### src/rtl/rbd_pkg.sv
// Shared types and constants for the RGB box downscaler.
// Used by rbd_ctrl, rbd_lane and rgb_box_downscaler; depends on nothing else.
`timescale 1ns / 1ps
`default_nettype none

package rbd_pkg;

    localparam int PIX_W        = 8;   // bits per color channel
    localparam int NUM_LANES    = 3;   // red, green, blue
    localparam int CFG_IDX_W    = 2;
    localparam int CFG_DATA_W   = 13;
    localparam int FACTOR_REG_W = 5;
    localparam int SIZE_REG_W   = 13;

    typedef enum logic [CFG_IDX_W-1:0] {
        CFG_FACTOR = 2'd0,
        CFG_WIDTH  = 2'd1,
        CFG_HEIGHT = 2'd2
    } rbd_cfg_idx_t;

    // Position of the current input pixel inside its square and the frame.
    typedef struct packed {
        logic active;       // pixel lies inside a whole square
        logic seg_first;    // first column of the square
        logic seg_last;     // last column of the square
        logic band_first;   // first row of the square
        logic square_last;  // last pixel of the square
        logic frame_last;   // square is the last whole one of the frame
    } rbd_pix_ctl_t;

    // Load strobes for the lane registers.
    typedef struct packed {
        logic accept;
        logic s1_load;
        logic s2_load;
    } rbd_pipe_ctl_t;

endpackage

`default_nettype wire

### src/rtl/rbd_lane.sv
// One color lane: row segment sum, band sum and the mean by reciprocal multiply.
// Depends on rbd_pkg for the control structs and the channel width.
`timescale 1ns / 1ps
`default_nettype none

module rbd_lane #(
    parameter int MAX_FACTOR = 16,
    localparam int LOG_F     = $clog2(MAX_FACTOR),
    localparam int SUM_W     = rbd_pkg::PIX_W + 2 * LOG_F,
    localparam int K         = SUM_W + 2 * LOG_F,
    localparam int RECIP_W   = K + 1
) (
    input  wire logic                       clk,
    input  wire logic [rbd_pkg::PIX_W-1:0]  pix,
    input  wire rbd_pkg::rbd_pix_ctl_t      pix_ctl,
    input  wire rbd_pkg::rbd_pipe_ctl_t     pipe_ctl,
    input  wire logic [SUM_W-1:0]           rd_sum,
    input  wire logic [RECIP_W-1:0]         recip,
    output logic      [SUM_W-1:0]           wr_sum,
    output logic      [rbd_pkg::PIX_W-1:0]  mean
);

    localparam int HSUM_W = rbd_pkg::PIX_W + LOG_F;
    localparam int PROD_W = SUM_W + RECIP_W;

    logic [HSUM_W-1:0] hacc_reg;
    logic [SUM_W-1:0]  s1_total_reg;
    logic [PROD_W-1:0] s2_prod_reg;
    logic [HSUM_W-1:0] seg;
    logic [SUM_W-1:0]  total;

    // Sum of this square's pixels in the current row, then of the whole band so far.
    assign seg   = (pix_ctl.seg_first ? '0 : hacc_reg) + HSUM_W'(pix);
    assign total = pix_ctl.band_first ? SUM_W'(seg) : rd_sum + SUM_W'(seg);

    always_ff @(posedge clk)
    begin
        if (pipe_ctl.accept && pix_ctl.active)
        begin
            hacc_reg <= seg;
        end
        if (pipe_ctl.s1_load)
        begin
            s1_total_reg <= total;
        end
        if (pipe_ctl.s2_load)
        begin
            s2_prod_reg <= PROD_W'(s1_total_reg) * PROD_W'(recip);
        end
    end

    assign wr_sum = total;
    // The reciprocal is rounded up far enough that this slice is the exact floor.
    assign mean   = s2_prod_reg[K +: rbd_pkg::PIX_W];

endmodule

`default_nettype wire

### config.mk
export PLATFORM = sky130hd
export DESIGN_NAME = rbd_lane
export DESIGN_NICKNAME = d
export VERILOG_FILES = /design/src/rtl/rbd_pkg.sv /design/src/rtl/rbd_lane.sv
export SDC_FILE = /design/constraint.sdc
export NUM_CORES = 1
export LEC_CHECK = 0
export BUFFER_PORTS_ARGS = -buffer_cell sky130_fd_sc_hd__clkbuf_2
export CORE_ASPECT_RATIO = 1.4
export CORE_MARGIN = 1
export CORE_UTILIZATION = 62
export CTS_BUF_LIST = sky130_fd_sc_hd__clkbuf_4 sky130_fd_sc_hd__clkbuf_8 sky130_fd_sc_hd__clkbuf_16
export DETAILED_ROUTE_END_ITERATION = 8
export PLACE_DENSITY = 0.78
export SYNTH_ARGS = -nofsm -noshare
export SYNTH_HDL_FRONTEND = slang
export SYNTH_SLANG_ARGS = --single-unit
### constraint.sdc
create_clock -name clk -period 10.9 [get_ports clk]
set_input_delay 2.18 -clock clk [delete_from_list [all_inputs] [get_ports clk]]
set_output_delay 2.18 -clock clk [all_outputs]
set_load 0.005 [all_outputs]
==> qor.csv <==
metric,value,unit
CP Class,in -> out,
Critical Path Stages,17,
I/O Buffers,79,
H-tree depth,2,
Rel. slew slack,0.151,
CP required,8.72,ns
Worst Skew,0.00481,ns
"Clk pin slew, worst setup/hold paths",0.06,ns
all-layer global routing usage,0.316,
Post-CTS Setup Repair Bufs,0,
Initial Utilization,0.639,
total CTS buffers,5,
"Worst Setup Slack, final",2.71,ns
initial antenna violation count,0,
"Arr. time, crit path",6.01,ns
nature of the critical path endpoint,output port,
largest net degree at the start of global routing,26,
crit-path max FO,13,
"Slowest-stage cell, CP",fa_1,
gpl congestion,0.864,
pre-CTS setup slack,2.76,ns
IO Pins,83,
HPWL after DPL,24.2,mm
"CP delay by family, top",compound AO/OA/AOI/OAI gates,
synth warn,0,
"Cell Area, Synth",0.0128,mm2
Die W,124,um
row count,61,
Hold WC Path Type,reg -> reg,
max reg flops,16,
max frequency,122,MHz
layout cells sized above 1,0.0770,
Finished Cell Area,0.0135,mm2
vias,9706,
Setup crit start kind,input pin,
Unique masters post-synth,46,
clk sink count,36,
remaining global-route overflow,0,
CTS max path bufs,2,
"Top cell by count, worst path",a21o_1,
Tightest Pin Transition,1.27,ns
crit path buf inv count,2,
1st-iter DRT viols,434,
final slew viol count,0,
"Avg Cell Area, Syn",9.12,um2
routed vias/inst,5.73,
Final nets,1878,
Avg WL per Cell,18.0,um
PostCTS Resize Cnt,0,
TritonCTS clock tree,done,
placed cell area,0.0134,mm2
Placeable Area,0.0201,mm2
CTS Root Cell,clkbuf_16,
die footprint,0.0213,mm2
Syn Nets,1845,
cell depth of the worst flop-to-flop path,19,
ys flop type,edfxtp_1,
status,finished clean,
Setup-failing EPs final,0,
fin util,0.674,
Post-synth EDFFs,36,
Final Hold Viols,0,
"Seq/Total Area, Yosys",0.0843,
vias in the first global route,10700,
Post-Syn Instances,1407,
Setup TNS,0,ns
Total Routed Length,30.6,mm
worst-skew pair later-pin latency,0.29,ns
Final period util,0.751,
Hold Path Depth,2,
Tmin final,8.19,ns
CP Cell Sequence,clkbuf_2 -> nor2b_1 -> ha_1 -> fa_1 -> a21o_1 -> a21oi_1 -> o21ai_0 -> a21oi_1 -> xnor2_1 -> ha_1 -> a21o_1 -> a21o_1 -> or3_1 -> o21ai_0 -> xor2_1 -> nor2_1 -> clkbuf_2,
hold buffers post-CTS,0,
CP max stage delay,0.44,ns
# DRC,0,
Pre-Repair DR Iteration Count,5,
Area Growth Syn to Fin,5.43,%
share of synthesized registers carrying an async set or reset,0,
Max Cap Violations,0,
first-pass GRT wire length,50.5,mm
post-route ant nets,0,
die height,172,um
RSZ-0062 raised after global routing,no,
Yosys reg bits,36,
-- worst min-delay path, cell delays in order, from the launching register on --
cell and delay, ns:
edfxtp_1 0.32, nor2b_1 0.14, ha_1 0.18
-- cell families after synthesis --
kind of cell | after synthesis | synth area share
adders and majority gates | 379 | 0.537
muxes | 11 | 0.00936
buffers and inverters | 370 | 0.109
xor gates and xnor gates | 47 | 0.0321
DFF | 36 | 0.0843
AOI/OAI and AO/OA | 110 | 0.0562
and+or+nand+nor | 454 | 0.172
-- cells in the final DEF, fill, tap and decap left out, drive strengths merged, types with 4 or more instances in the layout --
master,Yosys,final
nor2,22,22
inv,312,313
and3,5,5
nor2b,15,15
a21oi,29,29
edfxtp,36,36
nand2b,5,5
o211ai,5,5
nor3,5,5
fa,287,287
o21a,8,8
xor2,17,17
nand2,226,226
and2,158,158
buf,2,5
nand4,4,4
a211oi,7,7
o21bai,4,4
clkbuf,56,84
a21o,14,14
nand3,11,11
o21ai,27,27
xnor2,30,30
mux2,8,8
ha,92,92
-- layout make-up --
class,count,area [um2]
inverter,312,1170
timing repair buffer,84,433
fill,1669,6550
sequential,36,1080
clock buffer,5,125
tap,252,315
multi-input combinational,1001,10400
antenna,1,2.50
clock inverter,3,46.3
-- synth_stat cells, types with 4 or more instances --
| master | n | area, um2 |
|---|---|---|
| inv_1 | 312 | 1170 |
| fa_1 | 287 | 5750 |
| nand2_1 | 226 | 848 |
| and2_1 | 158 | 988 |
| ha_1 | 92 | 1150 |
| clkbuf_1 | 56 | 210 |
| edfxtp_1 | 36 | 1080 |
| xnor2_1 | 30 | 263 |
| a21oi_1 | 28 | 140 |
| o21ai_0 | 25 | 125 |
| nor2_1 | 22 | 82.6 |
| xor2_1 | 17 | 149 |
| nor2b_1 | 15 | 93.8 |
| a21o_1 | 13 | 97.6 |
| nand3_1 | 11 | 55.1 |
| mux2_2 | 8 | 90.1 |
| o21a_1 | 8 | 60.1 |
| nand2b_1 | 5 | 31.3 |
| nor3_1 | 5 | 25.0 |
| o211ai_1 | 5 | 37.5 |
| a211oi_2 | 4 | 50.1 |
| nand4_1 | 4 | 25.0 |
| o21bai_1 | 4 | 30.0 |
-- metal layers --
| metal | track usage | wire [um] | vias to the layer above |
|---|---|---|---|
| met5 | 0 | 0 | - |
| li1 | - | - | 4239 |
| met1 | 0.340 | 10400 | 4964 |
| met3 | 0.0336 | 1600 | 140 |
| met4 | 0.192 | 1870 | 0 |
| met2 | 0.585 | 16700 | 363 |
-- final timing paths --
kind	start	to	slack [ns]
setup / recovery	pix_ctl[4]	wr_sum[12]	2.71
hold / removal	hacc_reg[0]$_DFFE_PP_	hacc_reg[0]$_DFFE_PP_	0.75
setup reg to reg	s1_total_reg[4]$_DFFE_PP_	s2_prod_reg[31]$_DFFE_PP_	4.34
hold reg to reg	hacc_reg[0]$_DFFE_PP_	hacc_reg[0]$_DFFE_PP_	0.75
-- stage by stage --
stage | cells | hold slack (ns)
detailed placement | 1685 | 0.732
global placement | 1685 | 0.708
CTS | 1693 | 0.751
global route | 1693 | 0.767
floorplan | 1407 | 0.659
finish | 1694 | 0.751
Power is not shown: default switching activity piles up to over one toggle a cycle in this logic, so the estimate is an artifact.
