==> src/rtl/rbd_pkg.sv <==
// Shared types and constants for the RGB box downscaler.
// Used by rbd_ctrl, rbd_lane and rgb_box_downscaler; depends on nothing else.
`timescale 1ns / 1ps
`default_nettype none

package rbd_pkg;

    localparam int PIX_W        = 8;   // bits per color channel
    localparam int NUM_LANES    = 3;   // red, green, blue
    localparam int CFG_IDX_W    = 2;
    localparam int CFG_DATA_W   = 13;
    localparam int FACTOR_REG_W = 5;
    localparam int SIZE_REG_W   = 13;

    typedef enum logic [CFG_IDX_W-1:0] {
        CFG_FACTOR = 2'd0,
        CFG_WIDTH  = 2'd1,
        CFG_HEIGHT = 2'd2
    } rbd_cfg_idx_t;

    // Position of the current input pixel inside its square and the frame.
    typedef struct packed {
        logic active;       // pixel lies inside a whole square
        logic seg_first;    // first column of the square
        logic seg_last;     // last column of the square
        logic band_first;   // first row of the square
        logic square_last;  // last pixel of the square
        logic frame_last;   // square is the last whole one of the frame
    } rbd_pix_ctl_t;

    // Load strobes for the lane registers.
    typedef struct packed {
        logic accept;
        logic s1_load;
        logic s2_load;
    } rbd_pipe_ctl_t;

endpackage

`default_nettype wire

==> src/rtl/rbd_ctrl.sv <==
// Configuration registers and raster position counters of the downscaler.
// Depends on rbd_pkg for the register indexes and the pixel control struct.
`timescale 1ns / 1ps
`default_nettype none

module rbd_ctrl #(
    parameter int MAX_WIDTH  = 4096,
    parameter int MAX_FACTOR = 16,
    localparam int FACT_W    = $clog2(MAX_FACTOR + 1),
    localparam int SUB_W     = $clog2(MAX_FACTOR),
    localparam int XW        = $clog2(MAX_WIDTH + 1),
    localparam int COL_W     = $clog2(MAX_WIDTH)
) (
    input  wire logic                           clk,
    input  wire logic                           rst_n,
    input  wire logic                           cfg_write,
    input  wire logic [rbd_pkg::CFG_IDX_W-1:0]  cfg_index,
    input  wire logic [rbd_pkg::CFG_DATA_W-1:0] cfg_data,
    input  wire logic                           accept,
    output rbd_pkg::rbd_pix_ctl_t               pix_ctl,
    output logic      [COL_W-1:0]               col_addr,
    output logic      [FACT_W-1:0]              eff_factor
);

    localparam int YW = rbd_pkg::SIZE_REG_W;

    logic [rbd_pkg::FACTOR_REG_W-1:0] factor_reg, factor_next;
    logic [rbd_pkg::SIZE_REG_W-1:0]   width_reg, width_next;
    logic [rbd_pkg::SIZE_REG_W-1:0]   height_reg, height_next;
    logic [XW-1:0]    in_x_reg, in_x_next;
    logic [YW-1:0]    in_y_reg, in_y_next;
    logic [SUB_W-1:0] sub_col_reg, sub_col_next;
    logic [SUB_W-1:0] sub_row_reg, sub_row_next;
    logic [COL_W-1:0] col_pos_reg, col_pos_next;
    logic             col_whole_reg, col_whole_next;
    logic             row_whole_reg, row_whole_next;

    logic [FACT_W-1:0] eff_f;
    logic [FACT_W-1:0] f_m1;
    logic [XW-1:0]     eff_w;
    logic [YW-1:0]     eff_h;
    logic [XW-1:0]     x_left;
    logic [YW-1:0]     y_left;
    logic              col_fits;
    logic              row_fits;
    logic              seg_first;
    logic              seg_last;
    logic              band_first;
    logic              band_last;
    logic              row_end;
    logic              frame_end;
    logic              restart;

    always_comb
    begin
        if (factor_reg == '0)
        begin
            eff_f = FACT_W'(1);
        end
        else if (int'(factor_reg) > MAX_FACTOR)
        begin
            eff_f = FACT_W'(MAX_FACTOR);
        end
        else
        begin
            eff_f = FACT_W'(factor_reg);
        end

        if (width_reg == '0)
        begin
            eff_w = XW'(1);
        end
        else if (int'(width_reg) > MAX_WIDTH)
        begin
            eff_w = XW'(MAX_WIDTH);
        end
        else
        begin
            eff_w = XW'(width_reg);
        end

        eff_h = (height_reg == '0) ? YW'(1) : height_reg;
    end

    // Pixels left in the row and rows left in the frame, counting the current one.
    assign x_left   = eff_w - in_x_reg;
    assign y_left   = eff_h - in_y_reg;
    assign col_fits = int'(x_left) >= int'(eff_f);
    assign row_fits = int'(y_left) >= int'(eff_f);
    assign f_m1     = eff_f - FACT_W'(1);

    assign seg_first  = (sub_col_reg == '0);
    assign band_first = (sub_row_reg == '0);
    assign seg_last   = (FACT_W'(sub_col_reg) == f_m1);
    assign band_last  = (FACT_W'(sub_row_reg) == f_m1);
    assign row_end    = (in_x_reg == eff_w - XW'(1));
    assign frame_end  = row_end && (in_y_reg == eff_h - YW'(1));

    // The whole-square decision is made at the start of a square and held for the rest.
    always_comb
    begin
        pix_ctl.active      = (seg_first ? col_fits : col_whole_reg)
                              && (band_first ? row_fits : row_whole_reg);
        pix_ctl.seg_first   = seg_first;
        pix_ctl.seg_last    = seg_last;
        pix_ctl.band_first  = band_first;
        pix_ctl.square_last = seg_last && band_last;
        // At the last pixel of a square, it is the last of the frame when no more than
        // one square width of pixels and one square height of rows remain.
        pix_ctl.frame_last  = (int'(x_left) <= int'(eff_f)) && (int'(y_left) <= int'(eff_f));
    end

    always_comb
    begin
        factor_next    = factor_reg;
        width_next     = width_reg;
        height_next    = height_reg;
        in_x_next      = in_x_reg;
        in_y_next      = in_y_reg;
        sub_col_next   = sub_col_reg;
        sub_row_next   = sub_row_reg;
        col_pos_next   = col_pos_reg;
        col_whole_next = col_whole_reg;
        row_whole_next = row_whole_reg;
        restart        = 1'b0;

        if (cfg_write)
        begin
            case (cfg_index)
                rbd_pkg::CFG_FACTOR:
                begin
                    factor_next = cfg_data[rbd_pkg::FACTOR_REG_W-1:0];
                    restart     = 1'b1;
                end
                rbd_pkg::CFG_WIDTH:
                begin
                    width_next = cfg_data;
                    restart    = 1'b1;
                end
                rbd_pkg::CFG_HEIGHT:
                begin
                    height_next = cfg_data;
                    restart     = 1'b1;
                end
                default:
                begin
                    restart = 1'b0;
                end
            endcase
        end
        else if (accept)
        begin
            if (seg_first)
            begin
                col_whole_next = col_fits;
            end
            if (band_first)
            begin
                row_whole_next = row_fits;
            end

            if (row_end)
            begin
                in_x_next    = '0;
                sub_col_next = '0;
                col_pos_next = '0;
                in_y_next    = in_y_reg + YW'(1);
                sub_row_next = band_last ? '0 : sub_row_reg + SUB_W'(1);
                restart      = frame_end;
            end
            else
            begin
                in_x_next = in_x_reg + XW'(1);
                if (seg_last)
                begin
                    sub_col_next = '0;
                    col_pos_next = col_pos_reg + COL_W'(1);
                end
                else
                begin
                    sub_col_next = sub_col_reg + SUB_W'(1);
                end
            end
        end

        if (restart)
        begin
            in_x_next    = '0;
            in_y_next    = '0;
            sub_col_next = '0;
            sub_row_next = '0;
            col_pos_next = '0;
        end
    end

    always_ff @(posedge clk or negedge rst_n)
    begin
        if (!rst_n)
        begin
            factor_reg    <= rbd_pkg::FACTOR_REG_W'(1);
            width_reg     <= rbd_pkg::SIZE_REG_W'(1);
            height_reg    <= rbd_pkg::SIZE_REG_W'(1);
            in_x_reg      <= '0;
            in_y_reg      <= '0;
            sub_col_reg   <= '0;
            sub_row_reg   <= '0;
            col_pos_reg   <= '0;
            col_whole_reg <= 1'b0;
            row_whole_reg <= 1'b0;
        end
        else
        begin
            factor_reg    <= factor_next;
            width_reg     <= width_next;
            height_reg    <= height_next;
            in_x_reg      <= in_x_next;
            in_y_reg      <= in_y_next;
            sub_col_reg   <= sub_col_next;
            sub_row_reg   <= sub_row_next;
            col_pos_reg   <= col_pos_next;
            col_whole_reg <= col_whole_next;
            row_whole_reg <= row_whole_next;
        end
    end

    assign col_addr   = col_pos_reg;
    assign eff_factor = eff_f;

`ifndef SYNTHESIS
    a_sub_col_in_square: assert property (@(posedge clk) disable iff (!rst_n)
        int'(sub_col_reg) < int'(eff_f) && int'(sub_row_reg) < int'(eff_f))
        else $error("square position counter outside the current factor");
`endif

endmodule

`default_nettype wire

==> config.mk <==
export PLATFORM = sky130hd
export DESIGN_NAME = rbd_ctrl
export DESIGN_NICKNAME = d
export VERILOG_FILES = /design/src/rtl/rbd_pkg.sv /design/src/rtl/rbd_ctrl.sv
export SDC_FILE = /design/constraint.sdc
export NUM_CORES = 1
export LEC_CHECK = 0
export ABC_CLOCK_PERIOD_IN_PS = 11900
export BUFFER_PORTS_ARGS = -buffer_cell sky130_fd_sc_hd__buf_4
export CAP_MARGIN = 30
export CORE_ASPECT_RATIO = 1.1
export CORE_MARGIN = 1
export CORE_UTILIZATION = 40
export CTS_BUF_LIST = sky130_fd_sc_hd__clkbuf_8
export CTS_CLUSTER_SIZE = 14
export DETAILED_ROUTE_END_ITERATION = 6
export PLACE_DENSITY = 0.62
export SLEW_MARGIN = 20
export SYNTH_ARGS = -nofsm -noshare
export SYNTH_HDL_FRONTEND = slang
export SYNTH_SLANG_ARGS = --single-unit
==> constraint.sdc <==
create_clock -name clk -period 11.9 [get_ports clk]
set_input_delay 1.785 -clock clk [delete_from_list [all_inputs] [get_ports clk]]
set_output_delay 1.785 -clock clk [all_outputs]
set_load 0.02 [all_outputs]
==> impl_metrics.ini, run 1 <==
[clocking]
post_cts_buffers = 0
h-tree-depth = 3
cts-resized-gates = 0
cts.sink_count = 79
cts_tree = done
cts_inserted_buffers = 9
root_buffer = clkbuf_8
clk_latency_ps = 380
cts.reportedPaths.clkPinSlew_ps = 90
cts_hold_buffers = 0
clk_path_buf_depth = 2

[place]
place_congestion = 0.964
dp_hpwl_mm = 12.8
dp_slack_ps = 5790
numPortBuffers = 41

[timing]
max-slew-margin-rel = 0.426
fin_ws_ps = 5370
fin_skew_ps = 11.9
maxSlewViolCount = 0
fin_crit_ps = 6530
fmax_ghz = 0.153
period_share = 0.548
hold_viol = 0
tightest_slew_ps = 859
rsz0062_at_grt = no
finalSetupViolCount = 0
final.setup.tns_ps = 0

[worst_setup_path]
r2r_cells = 14
cp_data_arrival_time_ps = 4740
criticalPathCategory = flip-flop to primary output
cp_slowest_stage_delay_ps = 590
end_kind = primary output
worst_ep_required_time_ps = 10120
r2r_start = width_reg[0]
cp-start-kind = flip-flop
cpMostUsedCell = nor4_1
crit_fanout = 8
timing.rr.end = in_y_reg[7]
slowest_stage = or4_1
r2r_slack_ps = 7000
path_cells = or4_1, nor4_1, o21ai_0, ha_1, fa_1, nor2b_1, o21a_1, o21ai_0, a211o_1, nand3b_1, a21boi_0, nor4_1, nand2b_1, nor4_1, buf_4

[global_routing]
grt_overflow = 0
grt_max_degree = 55
antenna_found_initial = 0
grt_pass1_wl_mm = 27.1
gr-usage-all-layers = 0.211
grt_pass1_vias = 5237

[logic_synthesis]
ys_seq_area_frac = 0.307
syn_inst = 761
synthFlopType = dfrtp_1
synth-edff-count = 0
synth_area_um2 = 6450
synth-seq-cells = 79
async_flop_share = 1.00
yosysWarnings = 0
ys_types = 69
synth_top_cell_by_area = dfrtp_1
synth_nets = 826
synth.area.top_cells = dfrtp_1 (29%), ha_1 (8.5%), mux2_2 (5.6%)
netlist.area_leader.share = 0.295
avgSynthCellArea_um2 = 8.47

[floorplan]
io_pins = 42
design.die.area_um2 = 16600
die_w_um = 123
initial_core_util = 0.410
die_h_um = 135
core_um2 = 15700
fp-row-count = 48

[route]
via_count = 5690
drtIter0Drc = 388
drtAntennaViolNets = 0
met2_length_mm = 8.19
firstDrtPassIters = 5
route.met3.wl_um = 545
drc = 0
viasPerCell = 5.77
met1Wirelength_mm = 7.87
top_layer = met4
totalWireLength_mm = 16.8
wire_per_inst_um = 17.1

[hold_path]
whs_path_depth = 2
hp-class = flip-flop to flip-flop
hold_end = in_x_reg[5]
hp-start = in_x_reg[5]

[power_and_ir_drop]
powerDensity_nw_per_um2 = 159
ir_drop_mv = 0.0740
power_leakage_nw = 2.95

[outcome]
outcome = completed

[finish]
final_layout_size_suffix_gt1_frac = 0.137
area_growth_pct = 9.63
n_antenna_cell = 0
layout.nets = 846

[run]
maxCapViolCount = 0
==> per-layer routing <==
layer  up-vias  global-route usage
met5         -                   0
met4         0              0.0669
met3        13              0.0202
met2       118               0.346
met1      2759               0.291
li1       2800                   -
==> power breakdown <==
part           switching (W)  internal [W]
Combinational       0.000295      0.000251
Clock               0.000107     0.0000955
Sequential         0.0000693      0.000310
==> layout by cell type, fill, tap and decap left out, drive strengths merged, types with 12 or more instances in the layout <==
cell   Yosys  layout
dfrtp     76      76
mux2      32      32
a21oi     36      36
nand3     28      28
xor2      13      13
nor4      14      14
nor2      44      44
nor2b     20      20
nand4     18      18
ha        44      44
o21ai     53      53
nor3      23      23
a31oi     12      12
buf       13      47
and3      14      14
nand2     66      66
o21a      13      13
inv       49      52
xnor2     36      36
==> cell type report <==
| type | count | area (um2) |
|---|---|---|
| timing repair buffer | 47 | 353 |
| tap | 200 | 250 |
| multi-input combinational | 595 | 4110 |
| clock buffer | 9 | 124 |
| fill | 1600 | 8670 |
| clock inverter | 7 | 63.8 |
| inverter | 49 | 184 |
| sequential | 79 | 1980 |
==> stage by stage <==
stage	util	cells	power [W]	cell area (um2)	hold WS (ps)
2_1_floorplan	-	761	0.000796	6450	451
3_3_place_gp	0.437	969	0.000917	6870	482
3_5_place_dp	0.437	970	0.000922	6880	480
4_1_cts	0.449	986	0.00113	7070	501
5_1_grt	0.449	986	0.00122	7070	536
6_report	0.449	986	0.00113	7070	495
==> critical path, delay by kind of cell, from the launching register on <==
kind | cells | cell delay [ps]
adder cells (fa/ha/maj) | 2 | 640
buffers and inverters | 1 | 210
AND/OR/NAND/NOR | 7 | 2140
flip-flops | 1 | 440
AO/OA/AOI/OAI | 5 | 920
==> how the worst max path moves through the flow <==
stage | start | end | slack [ps]
detailed placement | width_reg[1] | pix_ctl[0] | 5790
global placement | width_reg[1] | pix_ctl[0] | 5880
CTS | width_reg[2] | pix_ctl[0] | 5330
floorplan | width_reg[9] | pix_ctl[0] | 6010
finish | width_reg[2] | pix_ctl[0] | 5370
global route | width_reg[2] | pix_ctl[0] | 4950
==> cell usage after synthesis (12+ instances only) <==
master     n
and3_1    14
o21a_1    13
inv_1     49
dfrtp_1   76
nand2_1   66
nand4_1   17
nor4_1    14
a31oi_1   12
nor2_1    44
clkbuf_1  25
nor3_1    23
o21ai_0   52
mux2_2    32
ha_1      44
nand3_1   28
xnor2_1   36
xor2_1    13
a21oi_1   36
nor2b_1   20
==> cells by family after synthesis <==
logic type / share of synthesized area
multiplexers: 0.0590
XOR/XNOR: 0.0666
AND/OR/NAND/NOR: 0.233
AO/OA/AOI/OAI: 0.187
flip-flops: 0.307
buffers and inverters: 0.0549
adder cells (fa/ha/maj): 0.0916
Note: power is estimated with default switching activity, not from simulation.
==> inputs of run 2 (changes only) <==
--- a/config.mk
+++ b/config.mk
@@ -5,7 +5,8 @@
 export SDC_FILE = /design/constraint.sdc
 export NUM_CORES = 1
 export LEC_CHECK = 0
-export ABC_CLOCK_PERIOD_IN_PS = 11900
+export ABC_AREA = 1
+export ABC_CLOCK_PERIOD_IN_PS = 5600
 export BUFFER_PORTS_ARGS = -buffer_cell sky130_fd_sc_hd__buf_4
 export CAP_MARGIN = 30
 export CORE_ASPECT_RATIO = 1.1
@@ -14,7 +15,7 @@
 export CTS_BUF_LIST = sky130_fd_sc_hd__clkbuf_8
 export CTS_CLUSTER_SIZE = 14
 export DETAILED_ROUTE_END_ITERATION = 6
-export PLACE_DENSITY = 0.62
+export PLACE_DENSITY = 0.63
 export SLEW_MARGIN = 20
 export SYNTH_ARGS = -nofsm -noshare
 export SYNTH_HDL_FRONTEND = slang
==> constraint.sdc (replaced) <==
create_clock -name clk -period 5.6 [get_ports clk]
set_input_delay 0.84 -clock clk [delete_from_list [all_inputs] [get_ports clk]]
set_output_delay 0.84 -clock clk [all_outputs]
set_load 0.02 [all_outputs]
==> run 2 against run 1 <==
- via count is 9.3% higher
- die area is 6.4% higher
- first-iteration DRC count is 13% lower
- worst hold slack worse by 96 ps
- clock skew is 8.3 ps higher
- global-route usage is 0.52 points lower
- register-to-register slack worse by 5100 ps
- critical path depth is 6 higher
- synthesized cell count is 33% higher
- synthesized area is 6.5% higher
==> impl_metrics.ini, run 2 <==
[power_and_ir_drop]
ir_drop_mv = 0.161
p_int_w = 0.00142
powerDensity_nw_per_um2 = 352
p_seq_frac = 0.309
finalPower_w = 0.00262
power_leakage_nw = 3.85
switchingPower_w = 0.00120
p_clk_frac = 0.176
combinationalPowerShare = 0.515
switching_share = 0.457

[timing]
whs_ps = 399
rsz0062_at_grt = no
max-slew-margin-rel = 0.335
period_share = 0.909
hold_viol = 0
fin_crit_ps = 5090
fmax_ghz = 0.197
maxSlewViolCount = 0
fin_skew_ps = 20.2
tightest_slew_ps = 987
final.setup.tns_ps = 0
finalSetupViolCount = 0

[logic_synthesis]
synth_area_um2 = 6860
syn_inst = 1014
synth_top_family_by_area = simple AND/OR/NAND/NOR gates
synthAdderAreaFrac = 0.0860
synthXorXnorAreaFrac = 0.0895
synth_nets = 1079
ys_types = 47
avgSynthCellArea_um2 = 6.77
synth-seq-cells = 79
yosysWarnings = 0
synth.area.top_cells = dfrtp_1 (28%), nand2_1 (15%), ha_1 (8.0%)
async_flop_share = 1.00
synth_compound_area_frac = 0.116
synthMuxAreaShare = 0.00164
yosys.area_share.simple = 0.311
synthFlopType = dfrtp_1
netlist.area_leader.share = 0.277
synthTopCellsByCount = nand2_1 (269), inv_1 (142), nor2_1 (110)
synth.most_common_cell = nand2_1
synth_top_cell_by_area = dfrtp_1
synth-edff-count = 0
ys_seq_area_frac = 0.289

[clocking]
cts_inserted_buffers = 9
cts-resized-gates = 0
clk_path_buf_depth = 2
cts.sink_count = 79
root_buffer = clkbuf_8
clk_latency_ps = 390
post_cts_buffers = 0
cts_tree = done
cts_hold_buffers = 0
h-tree-depth = 3
cts.reportedPaths.clkPinSlew_ps = 110

[worst_setup_path]
worst_ep_required_time_ps = 4760
criticalPathCategory = flip-flop to primary output
path_cells = nor2_1, nand2_1, nor2_1, nand4_1, nand2_1, inv_1, ha_1, fa_1, nand3b_1, nand2_1, xor2_1, inv_1, ha_1, nand2_1, inv_1, a221oi_1, nand2_1, a21boi_0, o211ai_1, nor2_1, buf_4
r2r_slack_ps = 1950
slowest_stage = dfrtp_1
cp_data_arrival_time_ps = 4250
r2r_cells = 21
timing.rr.end = row_whole_reg
end_kind = primary output
r2r_start = height_reg[8]
cp_slowest_stage_delay_ps = 460
path_delay_family = simple AND/OR/NAND/NOR gates
cpMostUsedCell = nand2_1
crit_buf_inv = 4
crit_fanout = 6
cp-start-kind = flip-flop

[floorplan]
design.die.area_um2 = 17700
fp-row-count = 49
initial_core_util = 0.415
die_w_um = 127
io_pins = 42
core_um2 = 16600
die_h_um = 139

[run]
maxCapViolCount = 0

[global_routing]
gr-usage-all-layers = 0.206
antenna_found_initial = 0
grt_pass1_vias = 5869
grt_pass1_wl_mm = 28.7
grt_overflow = 0
grt_max_degree = 46

[route]
wire_per_inst_um = 13.7
firstDrtPassIters = 5
drtIter0Drc = 339
totalWireLength_mm = 17.1
met2_length_mm = 7.58
route.met3.wl_um = 580
drc = 0
drtAntennaViolNets = 0
met1Wirelength_mm = 8.65
viasPerCell = 5.00
top_layer = met4
via_count = 6218

[finish]
n_antenna_cell = 0
multi_input_area_um2 = 4150
layout.nets = 1100
final_layout_size_suffix_gt1_frac = 0.0885
layout_commonest_cell = nand2_1
ff_latch_area_um2 = 1980
layout_common_cells = nand2_1 (269), inv_1 (142), nor2_1 (110)
n_fill_cell = 1776
area_growth_pct = 8.53
post-route-util = 0.450

[place]
numPortBuffers = 41
dp_hpwl_mm = 13.4
place_congestion = 0.912

[hold_path]
hp-class = input pin to async pin

[outcome]
outcome = completed
==> run 2: changes by cell type after synthesis, sizes merged, moves of 31 or more <==
cell   previous run  this run
nor2             44       115
o21ai            53        87
mux2             32         1
inv              49       145
nand3            28        62
nand2            66       279
xor2             13        49
==> run 2: layout make-up <==
cell class | instances | share of cell area
clock buffers | 9 | 0.0166
clock inverters | 7 | 0.0107
inverters | 145 | 0.0731
multi-input cells | 758 | 0.557
flip-flops and latches | 79 | 0.266
well taps | 204 | 0.0343
repair buffers | 42 | 0.0423
==> run 2: worst max path at each step <==
stage / start / endpoint / slack, ps / cells after the start
6_report: height_reg[8] / pix_ctl[0] / 510 / 21
5_1_grt: height_reg[8] / pix_ctl[0] / 50 / 21
4_1_cts: height_reg[8] / pix_ctl[0] / 530 / 21
3_5_place_dp: height_reg[8] / pix_ctl[0] / 990 / 21
3_3_place_gp: height_reg[8] / pix_ctl[0] / 1080 / 21
2_1_floorplan: height_reg[8] / pix_ctl[0] / 1420 / 20
==> run 2: power by group through the flow <==
| stage | Sequential (W) | Clock, W | Combinational (W) |
|---|---|---|---|
| 6_report | 0.000810 | 0.000463 | 0.00135 |
| 5_1_grt | 0.000829 | 0.000498 | 0.00157 |
| 4_1_cts | 0.000810 | 0.000475 | 0.00136 |
| 3_5_place_dp | 0.000820 | 0 | 0.00135 |
| 3_3_place_gp | 0.000817 | 0 | 0.00134 |
| 2_1_floorplan | 0.000788 | 0 | 0.00108 |
==> run 2: kinds of logic (layout without fill, tap and decap cells) <==
family	after synthesis	count (layout)
compound gates	143	143
xor+xnor	67	67
fa+ha+maj	46	46
buf+inv	177	203
flops	79	79
mux	1	1
simple gates	501	501
==> run 2: stage by stage <==
step / area (um2) / setup slack [ps] / std cells
after CTS: 7450 / 534 / 1244
after global routing: 7450 / 45.0 / 1244
after detailed placement: 7250 / 987 / 1228
after global placement: 7250 / 1080 / 1228
after floorplan: 6860 / 1420 / 1014
final: 7450 / 512 / 1244
==> run 2: layer usage <==
layer | global-route usage | vias to the layer above
met3 | 0.0296 | 21
li1 | - | 3259
met4 | 0.0645 | 0
met1 | 0.286 | 2830
met5 | 0 | -
met2 | 0.329 | 108
==> inputs of run 3 (changes only) <==
--- a/config.mk
+++ b/config.mk
@@ -7,7 +7,7 @@
 export LEC_CHECK = 0
 export ABC_AREA = 1
 export ABC_CLOCK_PERIOD_IN_PS = 5600
-export BUFFER_PORTS_ARGS = -buffer_cell sky130_fd_sc_hd__buf_4
+export BUFFER_PORTS_ARGS = -buffer_cell sky130_fd_sc_hd__buf_2
 export CAP_MARGIN = 30
 export CORE_ASPECT_RATIO = 1.1
 export CORE_MARGIN = 1
==> run 3 against run 2 <==
- total power fell by 3.2%
- non-clock buffer count did not move
- first-iteration DRC count fell by 1.5%
- via count fell by 0.31%
- routed wire length fell by 0.51%
- register-to-register slack barely moved
- clock power fell by 13%
- clock-buffer cell count did not move
- design area fell by 1.6%
- critical path type unchanged
==> impl_metrics.ini, run 3 (synthesis gave the netlist of run 2 again) <==
[finish]
layout_commonest_cell = nand2_1
multi_input_area_um2 = 4150
layout.nets = 1100
ff_latch_area_um2 = 1980
n_antenna_cell = 0
layout_common_cells = nand2_1 (269), inv_1 (143), nor2_1 (110)
n_fill_cell = 1738
area_growth_pct = 6.80
final_layout_size_suffix_gt1_frac = 0.0875

[clocking]
cts.reportedPaths.clkPinSlew_ps = 90
h-tree-depth = 3
cts.sink_count = 79
cts_hold_buffers = 0
cts_inserted_buffers = 9
root_buffer = clkbuf_8
cts-resized-gates = 0
clk_path_buf_depth = 2
post_cts_buffers = 0
cts_tree = done
clk_latency_ps = 390

[timing]
tightest_slew_ps = 1040
fmax_ghz = 0.197
max-slew-margin-rel = 0.299
finalSetupViolCount = 0
rsz0062_at_grt = no
fin_crit_ps = 5070
fin_skew_ps = 16.8
period_share = 0.905
maxSlewViolCount = 0
final.setup.tns_ps = 0
hold_viol = 0

[place]
place_congestion = 0.950
numPortBuffers = 41
dp_hpwl_mm = 13.4

[floorplan]
core_um2 = 16600
die_w_um = 127
die_h_um = 139
initial_core_util = 0.415
fp-row-count = 49
io_pins = 42
design.die.area_um2 = 17700

[global_routing]
grt_pass1_vias = 5932
gr-usage-all-layers = 0.208
met2_usage = 0.331
grt.met3_usage = 0.0235
grt_overflow = 0
antenna_found_initial = 0
grt_busiest_layer = met2
grt_util_met1 = 0.290
grt_max_degree = 47
grt_pass1_wl_mm = 29.2

[power_and_ir_drop]
power_leakage_nw = 3.82
p_int_w = 0.00135
switchingPower_w = 0.00119
p_clk_frac = 0.158
combinationalPowerShare = 0.523
ir_drop_mv = 0.151
switching_share = 0.469
finalPower_w = 0.00254
powerDensity_nw_per_um2 = 346
p_seq_frac = 0.319

[route]
totalWireLength_mm = 17.0
drtAntennaViolNets = 0
firstDrtPassIters = 5
via_count = 6199
drc = 0
viasPerCell = 4.98
drtIter0Drc = 334
wire_per_inst_um = 13.7

[worst_setup_path]
cpMostUsedCell = nand2_1
path_cells = nor2_1, nand2_1, nor2_1, nand4_1, nand2_1, inv_1, ha_1, fa_1, nand3b_1, nand2_1, xor2_1, inv_1, ha_1, nand2_1, inv_1, a221oi_1, nand2_1, a21boi_0, o211ai_1, nor2_1, buf_2
slowest_stage = dfrtp_1
cp-start-kind = flip-flop
r2r_slack_ps = 1940
end_kind = primary output
worst_ep_required_time_ps = 4760
path_delay_family = simple AND/OR/NAND/NOR gates
criticalPathCategory = flip-flop to primary output
crit_fanout = 6
crit_buf_inv = 4
cp_data_arrival_time_ps = 4230
r2r_cells = 21
r2r_start = height_reg[8]
timing.rr.end = row_whole_reg
cp_slowest_stage_delay_ps = 470

[run]
maxCapViolCount = 0

[outcome]
outcome = completed

[hold_path]
hp-class = input pin to async pin
[run 3: cell count changes in the layout (fill, tap and decap cells not counted), sizes merged]
| cell | delta |
|---|---|
| bufinv | -1 |
| clkinvlp | +2 |
| inv | -1 |
[run 3: layout make-up]
cell class / count / share of cell area
sequential: 79 / 0.270
multi-input combinational: 758 / 0.566
inverter: 145 / 0.0742
timing repair buffer: 42 / 0.0311
clock inverter: 7 / 0.00666
tap: 204 / 0.0348
clock buffer: 9 / 0.0169
[run 3: through the flow]
stage,worst slack (ps),utilization,cells,hold slack (ps),instance area [um2]
2_1_floorplan,1420,-,1014,442,6860
3_3_place_gp,1080,0.431,1227,456,7140
4_1_cts,511,0.443,1244,466,7330
3_5_place_dp,983,0.432,1228,462,7160
6_report,532,0.443,1244,458,7330
5_1_grt,207,0.443,1244,499,7330
[run 3: worst max-delay path by stage]
| stage | start | endpoint | slack (ps) | cells after the start |
|---|---|---|---|---|
| 2_1_floorplan | height_reg[8] | pix_ctl[0] | 1420 | 20 |
| 3_3_place_gp | height_reg[8] | pix_ctl[0] | 1080 | 21 |
| 3_5_place_dp | height_reg[8] | pix_ctl[0] | 980 | 21 |
| 4_1_cts | height_reg[8] | pix_ctl[0] | 510 | 21 |
| 5_1_grt | height_reg[8] | pix_ctl[0] | 210 | 21 |
| 6_report | height_reg[8] | pix_ctl[0] | 530 | 21 |
[run 3: layer usage]
| layer | part of all wire | up-vias |
|---|---|---|
| met1 | 0.50 | 2788 |
| met3 | 0.033 | 23 |
| met2 | 0.45 | 120 |
| li1 | - | 3268 |
| met4 | 0.022 | 0 |
| met5 | 0 | - |
[run 3: power groups by stage]
stage | registers, W | logic [W] | clock network (W)
final | 0.000810 | 0.00133 | 0.000401
after global routing | 0.000832 | 0.00154 | 0.000437
after CTS | 0.000809 | 0.00133 | 0.000420
after detailed placement | 0.000820 | 0.00133 | 0
after global placement | 0.000816 | 0.00131 | 0
after floorplan | 0.000788 | 0.00108 | 0
